[config.mk]
export PLATFORM = sky130hd
export DESIGN_NAME = dns_response_address_parser_top
export DESIGN_NICKNAME = d
export VERILOG_FILES = /design/src/design/dnsp_pkg.sv /design/src/design/dnsp_parser.sv /design/src/design/dnsp_out_fifo.sv /design/src/design/dns_response_address_parser_top.sv
export SDC_FILE = /design/constraint.sdc
export NUM_CORES = 2
export LEC_CHECK = 0
export BUFFER_PORTS_ARGS = -buffer_cell sky130_fd_sc_hd__clkbuf_2
export CORE_MARGIN = 2
export CORE_UTILIZATION = 60
export DETAILED_ROUTE_END_ITERATION = 6
export GPL_ROUTABILITY_DRIVEN = 1
export PLACE_DENSITY_LB_ADDON = 0.15
export SYNTH_ARGS = -nofsm -noshare
export SYNTH_HDL_FRONTEND = slang
export SYNTH_HIERARCHICAL = 1
export SYNTH_SLANG_ARGS = --single-unit
[constraint.sdc]
create_clock -name clk -period 31.8 [get_ports clk]
set_clock_uncertainty 0.15 [all_clocks]
set_input_delay 4.77 -clock clk [delete_from_list [all_inputs] [get_ports clk]]
set_output_delay 4.77 -clock clk [all_outputs]
set_load 0.03 [all_outputs]
[src/design/dnsp_pkg.sv]
package dnsp_pkg;

  localparam int CFG_IDX_W  = 4;
  localparam int CFG_DATA_W = 16;

  localparam logic [CFG_IDX_W-1:0] REG_MATCH_ID    = 4'd0;
  localparam logic [CFG_IDX_W-1:0] REG_IPV6_ENABLE = 4'd1;

  localparam logic [2:0] ST_OK          = 3'd0;
  localparam logic [2:0] ST_SHORT       = 3'd1;
  localparam logic [2:0] ST_ID_MISMATCH = 3'd2;
  localparam logic [2:0] ST_NOT_RESP    = 3'd3;
  localparam logic [2:0] ST_RCODE       = 3'd4;
  localparam logic [2:0] ST_NO_ANSWERS  = 3'd5;
  localparam logic [2:0] ST_TRUNCATED   = 3'd6;
  localparam logic [2:0] ST_NO_ADDRESS  = 3'd7;

  localparam logic [15:0] FLAG_QR    = 16'h8000;
  localparam logic [15:0] FLAG_RCODE = 16'h000F;
  localparam logic [7:0]  PTR_MASK   = 8'hC0;
  localparam logic [15:0] TYPE_A     = 16'd1;
  localparam logic [15:0] TYPE_AAAA  = 16'd28;
  localparam logic [15:0] LEN_A      = 16'd4;
  localparam logic [15:0] LEN_AAAA   = 16'd16;
  localparam logic [15:0] HDR_LEN    = 16'd12;
  localparam logic [15:0] HDR_KEEP   = 16'd8;
  localparam logic [15:0] QFIX_LEN   = 16'd4;
  localparam logic [15:0] AFIX_LEN   = 16'd10;
  localparam logic [15:0] TYPE_BYTES = 16'd2;
  localparam logic [15:0] RLEN_START = 16'd8;
  localparam logic [15:0] ACC_BYTES  = 16'd8;
  localparam logic [15:0] ACC2_END   = 16'd16;

  localparam int FIFO_DEPTH = 4;
  localparam int FIFO_AW    = 2;
  localparam int FIFO_CW    = 3;

  typedef struct packed {
    logic        result_type;
    logic        family;
    logic [63:0] addr_high;
    logic [63:0] addr_low;
    logic [2:0]  status;
    logic [15:0] address_count;
    logic        last_of_run;
  } dnsp_res_t;

  typedef struct packed {
    logic [15:0] match_id;
    logic        ipv6_enable;
  } dnsp_cfg_t;

  typedef struct packed {
    logic [1:0] cnt;
    dnsp_res_t  first;
    dnsp_res_t  second;
  } dnsp_push_t;

endpackage

[src/design/dnsp_parser.sv]
module dnsp_parser (
  input  logic                clk,
  input  logic                rst_n,
  input  logic                accept,
  input  logic [7:0]          data_byte,
  input  logic                last_byte,
  input  dnsp_pkg::dnsp_cfg_t cfg,
  output dnsp_pkg::dnsp_push_t push
);
  import dnsp_pkg::*;

  localparam logic [2:0] PH_HEADER = 3'd0;
  localparam logic [2:0] PH_NAME   = 3'd1;
  localparam logic [2:0] PH_LABEL  = 3'd2;
  localparam logic [2:0] PH_PTR    = 3'd3;
  localparam logic [2:0] PH_FIXED  = 3'd4;
  localparam logic [2:0] PH_RDATA  = 3'd5;
  localparam logic [2:0] PH_DONE   = 3'd6;
  localparam logic [2:0] PH_ERROR  = 3'd7;

  logic [2:0]  phase_r, phase_nxt;
  logic [15:0] fc_r, fc_nxt;
  logic [63:0] hs_r, hs_nxt;
  logic [15:0] qleft_r, qleft_nxt;
  logic [15:0] aleft_r, aleft_nxt;
  logic [15:0] rtype_r, rtype_nxt;
  logic [15:0] rlen_r, rlen_nxt;
  logic [63:0] acc0_r, acc0_nxt;
  logic [63:0] acc1_r, acc1_nxt;
  logic [2:0]  err_r, err_nxt;
  logic [15:0] found_r, found_nxt;

  logic [15:0] fc_inc;
  logic [15:0] aleft_dec;
  logic        addr_hit;
  logic        addr_v6;
  dnsp_res_t   addr_res;
  dnsp_res_t   stat_res;

  assign fc_inc    = fc_r + 16'd1;
  assign aleft_dec = aleft_r - 16'd1;

  always_comb begin
    phase_nxt = phase_r;
    fc_nxt    = fc_r;
    hs_nxt    = hs_r;
    qleft_nxt = qleft_r;
    aleft_nxt = aleft_r;
    rtype_nxt = rtype_r;
    rlen_nxt  = rlen_r;
    acc0_nxt  = acc0_r;
    acc1_nxt  = acc1_r;
    err_nxt   = err_r;
    found_nxt = found_r;
    addr_hit  = 1'b0;
    addr_v6   = 1'b0;
    unique case (phase_r)
      PH_HEADER: begin
        if (fc_r < HDR_KEEP) hs_nxt = {hs_r[55:0], data_byte};
        fc_nxt = fc_inc;
        if (fc_inc == HDR_LEN) begin
          fc_nxt = '0;
          if (hs_r[63:48] != cfg.match_id) begin
            err_nxt = ST_ID_MISMATCH;
            phase_nxt = PH_ERROR;
          end else if ((hs_r[47:32] & FLAG_QR) == 16'd0) begin
            err_nxt = ST_NOT_RESP;
            phase_nxt = PH_ERROR;
          end else if ((hs_r[47:32] & FLAG_RCODE) != 16'd0) begin
            err_nxt = ST_RCODE;
            phase_nxt = PH_ERROR;
          end else if (hs_r[15:0] == 16'd0) begin
            err_nxt = ST_NO_ANSWERS;
            phase_nxt = PH_ERROR;
          end else begin
            qleft_nxt = hs_r[31:16];
            aleft_nxt = hs_r[15:0];
            phase_nxt = PH_NAME;
          end
        end
      end
      PH_NAME: begin
        if (data_byte == 8'd0) begin
          fc_nxt = '0;
          phase_nxt = PH_FIXED;
        end else if ((data_byte & PTR_MASK) == PTR_MASK) begin
          phase_nxt = PH_PTR;
        end else begin
          fc_nxt = {8'd0, data_byte};
          phase_nxt = PH_LABEL;
        end
      end
      PH_LABEL: begin
        fc_nxt = fc_r - 16'd1;
        if (fc_r == 16'd1) phase_nxt = PH_NAME;
      end
      PH_PTR: begin
        fc_nxt = '0;
        phase_nxt = PH_FIXED;
      end
      PH_FIXED: begin
        if (qleft_r != 16'd0) begin
          fc_nxt = fc_inc;
          if (fc_inc == QFIX_LEN) begin
            qleft_nxt = qleft_r - 16'd1;
            fc_nxt = '0;
            phase_nxt = PH_NAME;
          end
        end else begin
          if (fc_r < TYPE_BYTES) rtype_nxt = {rtype_r[7:0], data_byte};
          else if (fc_r >= RLEN_START) rlen_nxt = {rlen_r[7:0], data_byte};
          fc_nxt = fc_inc;
          if (fc_inc == AFIX_LEN) begin
            fc_nxt = '0;
            acc0_nxt = '0;
            acc1_nxt = '0;
            if (rlen_nxt == 16'd0) begin
              aleft_nxt = aleft_dec;
              phase_nxt = (aleft_dec == 16'd0) ? PH_DONE : PH_NAME;
            end else begin
              phase_nxt = PH_RDATA;
            end
          end
        end
      end
      PH_RDATA: begin
        if (fc_r < ACC_BYTES) acc0_nxt = {acc0_r[55:0], data_byte};
        else if (fc_r < ACC2_END) acc1_nxt = {acc1_r[55:0], data_byte};
        fc_nxt = fc_inc;
        if (fc_inc == rlen_r) begin
          if (rtype_r == TYPE_A && rlen_r == LEN_A) begin
            addr_hit = 1'b1;
          end else if (cfg.ipv6_enable && rtype_r == TYPE_AAAA && rlen_r == LEN_AAAA) begin
            addr_hit = 1'b1;
            addr_v6 = 1'b1;
          end
          if (addr_hit) found_nxt = found_r + 16'd1;
          rtype_nxt = '0;
          rlen_nxt = '0;
          aleft_nxt = aleft_dec;
          fc_nxt = '0;
          phase_nxt = (aleft_dec == 16'd0) ? PH_DONE : PH_NAME;
        end
      end
      PH_DONE, PH_ERROR: begin
      end
      default: begin
      end
    endcase

    addr_res = '0;
    addr_res.family = addr_v6;
    addr_res.addr_high = addr_v6 ? acc0_nxt : 64'd0;
    addr_res.addr_low = addr_v6 ? acc1_nxt : {32'd0, acc0_nxt[31:0]};

    stat_res = '0;
    stat_res.result_type = 1'b1;
    stat_res.last_of_run = 1'b1;
    if (phase_nxt == PH_ERROR) begin
      stat_res.status = err_nxt;
    end else if (phase_nxt == PH_HEADER) begin
      stat_res.status = ST_SHORT;
    end else if (phase_nxt == PH_DONE) begin
      if (found_nxt != 16'd0) begin
        stat_res.status = ST_OK;
        stat_res.address_count = found_nxt;
      end else begin
        stat_res.status = ST_NO_ADDRESS;
      end
    end else begin
      stat_res.status = ST_TRUNCATED;
    end

    if (last_byte) begin
      phase_nxt = PH_HEADER;
      fc_nxt    = '0;
      hs_nxt    = '0;
      qleft_nxt = '0;
      aleft_nxt = '0;
      rtype_nxt = '0;
      rlen_nxt  = '0;
      acc0_nxt  = '0;
      acc1_nxt  = '0;
      err_nxt   = '0;
      found_nxt = '0;
    end

    push.first  = addr_hit ? addr_res : stat_res;
    push.second = stat_res;
    if (!accept) push.cnt = 2'd0;
    else push.cnt = {1'b0, addr_hit} + {1'b0, last_byte};
  end

  always_ff @(posedge clk) begin
    if (!rst_n) begin
      phase_r <= PH_HEADER;
      fc_r    <= '0;
      hs_r    <= '0;
      qleft_r <= '0;
      aleft_r <= '0;
      rtype_r <= '0;
      rlen_r  <= '0;
      acc0_r  <= '0;
      acc1_r  <= '0;
      err_r   <= '0;
      found_r <= '0;
    end else if (accept) begin
      phase_r <= phase_nxt;
      fc_r    <= fc_nxt;
      hs_r    <= hs_nxt;
      qleft_r <= qleft_nxt;
      aleft_r <= aleft_nxt;
      rtype_r <= rtype_nxt;
      rlen_r  <= rlen_nxt;
      acc0_r  <= acc0_nxt;
      acc1_r  <= acc1_nxt;
      err_r   <= err_nxt;
      found_r <= found_nxt;
    end
  end

`ifndef SYNTHESIS
  a_last_restarts: assert property (@(posedge clk) disable iff (!rst_n)
    accept && last_byte |=> phase_r == PH_HEADER && found_r == 16'd0)
    else $error("parser did not restart after the last byte");
  a_rdata_len: assert property (@(posedge clk) disable iff (!rst_n)
    phase_r == PH_RDATA |-> rlen_r != 16'd0 && fc_r < rlen_r)
    else $error("rdata phase with bad length or counter");
  a_error_code: assert property (@(posedge clk) disable iff (!rst_n)
    phase_r == PH_ERROR |-> err_r >= ST_ID_MISMATCH && err_r <= ST_NO_ANSWERS)
    else $error("error phase without a header error code");
`endif

endmodule

[src/design/dnsp_out_fifo.sv]
module dnsp_out_fifo (
  input  logic                 clk,
  input  logic                 rst_n,
  input  dnsp_pkg::dnsp_push_t push,
  output logic                 room,
  output logic                 out_valid,
  input  logic                 out_ready,
  output dnsp_pkg::dnsp_res_t  out_res
);
  import dnsp_pkg::*;

  dnsp_res_t mem [FIFO_DEPTH];

  logic [FIFO_AW-1:0] head_r, head_nxt;
  logic [FIFO_AW-1:0] tail_r, tail_nxt;
  logic [FIFO_CW-1:0] count_r, count_nxt;
  logic [FIFO_AW-1:0] tail_p1;
  logic               pop;

  assign room      = count_r <= FIFO_CW'(FIFO_DEPTH - 2);
  assign out_valid = count_r != '0;
  assign out_res   = mem[head_r];
  assign pop       = out_valid && out_ready;
  assign tail_p1   = tail_r + FIFO_AW'(1);

  assign head_nxt  = head_r + FIFO_AW'(pop);
  assign tail_nxt  = tail_r + FIFO_AW'(push.cnt);
  assign count_nxt = count_r + FIFO_CW'(push.cnt) - FIFO_CW'(pop);

  always_ff @(posedge clk) begin
    if (push.cnt != 2'd0) mem[tail_r] <= push.first;
    if (push.cnt == 2'd2) mem[tail_p1] <= push.second;
  end

  always_ff @(posedge clk) begin
    if (!rst_n) begin
      head_r  <= '0;
      tail_r  <= '0;
      count_r <= '0;
    end else begin
      head_r  <= head_nxt;
      tail_r  <= tail_nxt;
      count_r <= count_nxt;
    end
  end

`ifndef SYNTHESIS
  a_no_overflow: assert property (@(posedge clk) disable iff (!rst_n)
    push.cnt != 2'd0 |-> count_r + FIFO_CW'(push.cnt) <= FIFO_CW'(FIFO_DEPTH))
    else $error("result queue overflow");
  a_ptr_gap: assert property (@(posedge clk) disable iff (!rst_n)
    count_r != FIFO_CW'(FIFO_DEPTH) |-> FIFO_AW'(tail_r - head_r) == count_r[FIFO_AW-1:0])
    else $error("queue pointers disagree with count");
`endif

endmodule

[src/design/dns_response_address_parser_top.sv]
// Byte-serial DNS response parser: takes one message byte per cycle and emits an
// address item for every A record (and AAAA record when ipv6_enable is set), then
// a final status item on the last byte. Header state, name skipping and record
// capture all update in the same cycle a byte is accepted, so a byte enters every
// cycle while in_ready is high; results drain through a four-entry queue at one
// item per cycle while out_ready is high, and in_ready drops only while fewer
// than two queue slots are free (a byte that completes an address and ends the
// message pushes two items). A status other than ok means the address items of
// that message must be discarded. Configuration writes must be issued while idle.
module dns_response_address_parser_top (
  input  logic                           clk,
  input  logic                           rst_n,
  input  logic                           in_valid,
  output logic                           in_ready,
  input  logic [7:0]                     in_data_byte,
  input  logic                           in_last_byte,
  output logic                           out_valid,
  input  logic                           out_ready,
  output logic                           out_result_type,
  output logic                           out_family,
  output logic [63:0]                    out_addr_high,
  output logic [63:0]                    out_addr_low,
  output logic [2:0]                     out_status,
  output logic [15:0]                    out_address_count,
  output logic                           out_last_of_run,
  input  logic                           cfg_valid,
  output logic                           cfg_ready,
  input  logic [dnsp_pkg::CFG_IDX_W-1:0] cfg_index,
  input  logic [dnsp_pkg::CFG_DATA_W-1:0] cfg_data
);
  import dnsp_pkg::*;

  dnsp_cfg_t  cfg_r;
  dnsp_push_t push;
  dnsp_res_t  res;
  logic       room;
  logic       in_acc;

  assign cfg_ready = 1'b1;
  assign in_ready  = room;
  assign in_acc    = in_valid && in_ready;

  always_ff @(posedge clk) begin
    if (!rst_n) begin
      cfg_r.match_id    <= '0;
      cfg_r.ipv6_enable <= 1'b1;
    end else if (cfg_valid && cfg_ready) begin
      unique case (cfg_index)
        REG_MATCH_ID:    cfg_r.match_id <= cfg_data;
        REG_IPV6_ENABLE: cfg_r.ipv6_enable <= cfg_data[0];
        default: begin
        end
      endcase
    end
  end

  dnsp_parser u_parser (
    .clk       (clk),
    .rst_n     (rst_n),
    .accept    (in_acc),
    .data_byte (in_data_byte),
    .last_byte (in_last_byte),
    .cfg       (cfg_r),
    .push      (push)
  );

  dnsp_out_fifo u_fifo (
    .clk       (clk),
    .rst_n     (rst_n),
    .push      (push),
    .room      (room),
    .out_valid (out_valid),
    .out_ready (out_ready),
    .out_res   (res)
  );

  assign out_result_type   = res.result_type;
  assign out_family        = res.family;
  assign out_addr_high     = res.addr_high;
  assign out_addr_low      = res.addr_low;
  assign out_status        = res.status;
  assign out_address_count = res.address_count;
  assign out_last_of_run   = res.last_of_run;

endmodule
# Word-level counts from Yosys, hierarchy flattened
# Memory sizes are Yosys's and may differ from the RTL's. A register that Yosys moved wholly into a read port is not among the register bits.
# Index checks and enable logic that the tools add are counted.
# classes
add_sub_neg,11
n_lt_le_gt_ge,5
n_eq_ne,33
muxes,108
reduce_logical,32
# op_table
operator,n
2-to-1 mux 64 bit,14
2-to-1 mux 16 bit,44
one-hot mux 64 bit (2 select lines),2
2-to-1 mux 150 bit,1
one-hot mux 16 bit (2 select lines),3
one-hot mux 16 bit (6 select lines),1
2-to-1 mux 3 bit,25
zero test 16 bit,4
one-hot mux 16 bit (3 select lines),1
nonzero test 16 bit,3
"subtractor 16 x 1 -> 16 bit, second input constant",3
"adder 16 x 1 -> 16 bit, second input constant",2
"equality test 16 x 1 -> 1 bit, second input constant",2
"equality test 16 x 3 -> 1 bit, second input constant",2
"equality test 16 x 4 -> 1 bit, second input constant",2
"equality test 16 x 5 -> 1 bit, second input constant",2
"inequality test 3 x 2 -> 1 bit, second input constant",7
one-hot mux 3 bit (6 select lines),1
equality test 16 bit,1
">= comparator 16 x 4 -> 1 bit, second input constant",1
"< comparator 16 x 2 -> 1 bit, second input constant",1
"< comparator 16 x 4 -> 1 bit, second input constant",1
"< comparator 16 x 5 -> 1 bit, second input constant",1
inequality test 16 bit,1
30 further kinds,64
# word_totals
ff_bits,318
mem_bits_rw,600
n_memories,1
# memory_table
name,words,width,read_ports,rd_clocked_by_memory_dff,wr,line_no,rtl
u_fifo.mem,4,150,1,1,2,dnsp_out_fifo.sv:12,dnsp_res_t mem [FIFO_DEPTH];

# Depth between registers and ports, before layout
# depth
ltp_word,16
depth_mapped,20
ltp_nobuf,17

# Modules after synthesis
# Netlist, hierarchy kept.
# by_module_without_submodules
mod,n_inst,cells_per_inst,area_per_inst_um2
dnsp_out_fifo,1,1496,29186.7
dnsp_parser,1,2283,17832.1
dns_response_address_parser_top,1,79,735.7

# Worst setup path after synthesis
# OpenSTA, ideal clock, no wires.
# synth_timing
kind,input -> register
from,in in_valid
to,mem u_fifo/mem[0][0] (netlist bit) (enable)
t_arrival_ns,16.251
t_required_ns,30.783
path_slack_ns,14.532
cell_stages,6
cell_sequence,and2_1 clkbuf_1 clkbuf_1 and2_1 o21bai_1 o21ai_0
# synth_rtl
element,line_no,rtl
from (decl),dns_response_address_parser_top.sv:13,"input logic in_valid,"
to (decl),dnsp_out_fifo.sv:12,

==> metrics.cfg <==
[outcome]
outcome = complete, no violations

[hold_path]
hold_path.class = reg2reg

[route]
drc = 0
post_drt_wl_per_cell_um = 24.21
viasPerCell = 6.426
num_vias = 32140
routed_wl_um = 121100
ant_nets = 0
firstDrtPassIters = 6
drt_iter0_drc = 3622

[sta]
finalSetupTns_ns = 0
fin_crit_sh = 0.2802
hold_viol = 0
rsz0062_at_grt = false
setup_violations = 0
timing.final.max_slew_violations = 0
max_slew_margin = 0.2011
finalWorstPathRequiredPeriod_ns = 8.911
max_freq_ghz = 0.1122
worstMarginPinSlew_ns = 1.198

[yosys]
synthFlopType = edfxtp_1
ys.warnings.count = 6
synthArstFlopShare = 0
yosys_register_bits = 918
synth_top_area_share = 0.3773
synth-edff-count = 600
ys_types = 92
synth_area_sq_um = 47750
synthTopCellsByArea = edfxtp_1 38%, dfxtp_1 13%, mux2_2 7.4%, mux4_2 7.1%, mux2_1 6.8%
syn_inst = 3858
synth_area_leader_cell = edfxtp_1
seq_area_frac_synth = 0.5106
synth_area_per_cell_sq_um = 12.38

[clock_network]
clock-sinks = 918
clk_pin_slew_ns = 0.06
hold_buffers = 0
clockRootBuffer = clkbuf_16
cts_resized = 0
cts_buffer_depth = 3
ctsHtreeMaxLevel = 3
cts_buffers = 97
post_cts_buffers = 0
worstSkewPairLatency_ns = 0.66
cts_tree = built

[final_layout]
layout-drive-gt1-share = 0.2261
finalNetCount = 3913
area_growth_syn_to_layout_pct = 8.549
final_cell_area_sq_um = 51840

[grt]
grt_util_met2 = 0.4763
grt_pass1_wl_um = 188200
grt_busiest_layer = met2
grt_max_degree = 151
grt_use_total = 0.2941
antenna_found_initial = 2
grt_pass1_vias = 31840
gr-total-overflow = 0
met3_usage = 0.03816
met1_usage = 0.4171

[power]
power_density_nw_per_um2 = 57.90
p_clk_frac = 0.381
switchingPower_w = 0.0008602
switching_share = 0.2866
p_comb_frac = 0.180
leakagePower_nw = 18.92
internal_power_w = 0.002141
totalPowerFinal_w = 0.003001
ir_worst_vdd_mv = 0.05639
seqPwrFrac = 0.440

[place]
place_congestion = 0.9137
dp_hpwl_um = 72410
dpl-instance-area_sq_um = 48620
io_buffers = 185

[worst_setup_path]
required_ns = 32.04
critPathMaxFanout = 63
cp_data_arrival_time_ns = 9.15
cp-start-kind = primary input
path_class = in2reg
crit_path_end_kind = flop

[floorplanning]
die_h_um = 286.1
start_util = 0.6055
std_cell_rows = 103
fp.dieW_um = 286.1
pin_count = 187
dieArea_sq_um = 81860
core_sq_um = 78870

[flow_run]
cap_violations = 0

## registers in the layout, indices dropped and copies added (netlist names)
name              cells
cfg_r                17
u_fifo/count_r        3
u_fifo/head_r         2
u_fifo/mem          600
u_fifo/tail_r         2
u_parser/acc0_r      64
u_parser/acc1_r      64
u_parser/aleft_r     16
u_parser/err_r        3
u_parser/fc_r        16
u_parser/found_r     16
u_parser/hs_r        64
u_parser/phase_r      3
u_parser/qleft_r     16
u_parser/rlen_r      16
u_parser/rtype_r     16
## placed cells by master, fill, tap and decap left out, types with 70 or more instances in the layout
cell and count:
and2_1 70, mux2_2 314, a22oi_1 267, nand2_1 143, conb_1 132, clkbuf_2 184, mux2_1 289, a21oi_1 80
nor2_1 377, edfxtp_1 600, dfxtp_1 316, clkbuf_16 99, mux4_2 150
## power by group through the flow
stage | Combinational, W | Sequential, W | Clock, W
after floorplan | 0.000408 | 0.00135 | 0
final | 0.000540 | 0.00132 | 0.00114
after detailed placement | 0.000544 | 0.00135 | 0
after global routing | 0.000569 | 0.00132 | 0.00120
after CTS | 0.000545 | 0.00132 | 0.00115
after global placement | 0.000542 | 0.00134 | 0
## stage by stage
stage          worst slack, ns  utilization  hold slack, ns  cells
3_5_place_dp             22.25       0.6165          0.3120   4817
4_1_cts                  22.82       0.6572          0.3211   5000
5_1_grt                  22.72       0.6572          0.3405   5002
2_1_floorplan            14.53            -          0.2950   3987
6_report                 22.89       0.6572          0.3221   5002
3_3_place_gp             22.27       0.6165          0.3082   4817
## layer usage
layer  wire [um]  up-vias
met3        8681      206
met1       51020    15980
met4        2952        0
met5           0        -
met2       58450     1375
li1            -    14580
## final timing paths
path	start	to	slack [ns]	cells past startpoint
setup / recovery	in_last_byte	u_fifo/mem[3][16]$_DFFE_PP_	22.89	8
setup reg to reg	u_parser/fc_r[0]$_SDFFE_PN0P_	u_fifo/mem[3][16]$_DFFE_PP_	23.48	15
hold / removal	cfg_r[10]$_SDFFE_PN0P_	cfg_r[10]$_SDFFE_PN0P_	0.32	2
hold reg to reg	cfg_r[10]$_SDFFE_PN0P_	cfg_r[10]$_SDFFE_PN0P_	0.32	2
## cells in the mapped netlist, types with 24 or more instances
cell	n
o2bb2ai_1	32
o21ai_0	59
a211oi_1	46
or3_1	26
a221oi_1	37
mux4_2	150
nor2_1	380
nand2_1	144
dfxtp_1	318
inv_1	24
mux2_2	314
nand4_1	26
buf_4	166
a21oi_1	80
nand3_1	30
buf_2	62
mux2_1	289
nor4_1	50
edfxtp_1	600
a22oi_1	267
nor3_1	55
xnor2_1	55
mux2i_1	51
clkbuf_1	211
and2_1	71
## layout make-up
class / count / area (sq um)
inverters: 26 / 107.6
multi-input cells: 2586 / 21430
diodes: 2 / 5.005
well taps: 1050 / 1314
repair buffers: 237 / 1381
flip-flops and latches: 918 / 24390
clock buffers: 133 / 2705
clock inverters: 50 / 503.0
fillers: 5974 / 27030
## worst max-delay path, cell delays in order
cell and delay (ns):
clkbuf_2 0.08, buf_4 0.49, ha_1 0.33, and2_1 0.26, and4bb_4 0.90, buf_4 0.82, buf_4 0.87, mux2_2 0.43
## cells by family (layout without fill, tap and decap cells)
kind of cell / Yosys count / after routing / synth area share
compound gates: 663 / 663 / 0.1010
xor+xnor: 78 / 78 / 0.01575
fa+ha+maj: 13 / 13 / 0.003563
buf+inv: 483 / 446 / 0.05342
flops: 918 / 918 / 0.5106
mux: 804 / 804 / 0.2236
other cells: 3 / 134 / 0.0002358
simple gates: 896 / 896 / 0.09183
Power figures use the tool's default switching activity.
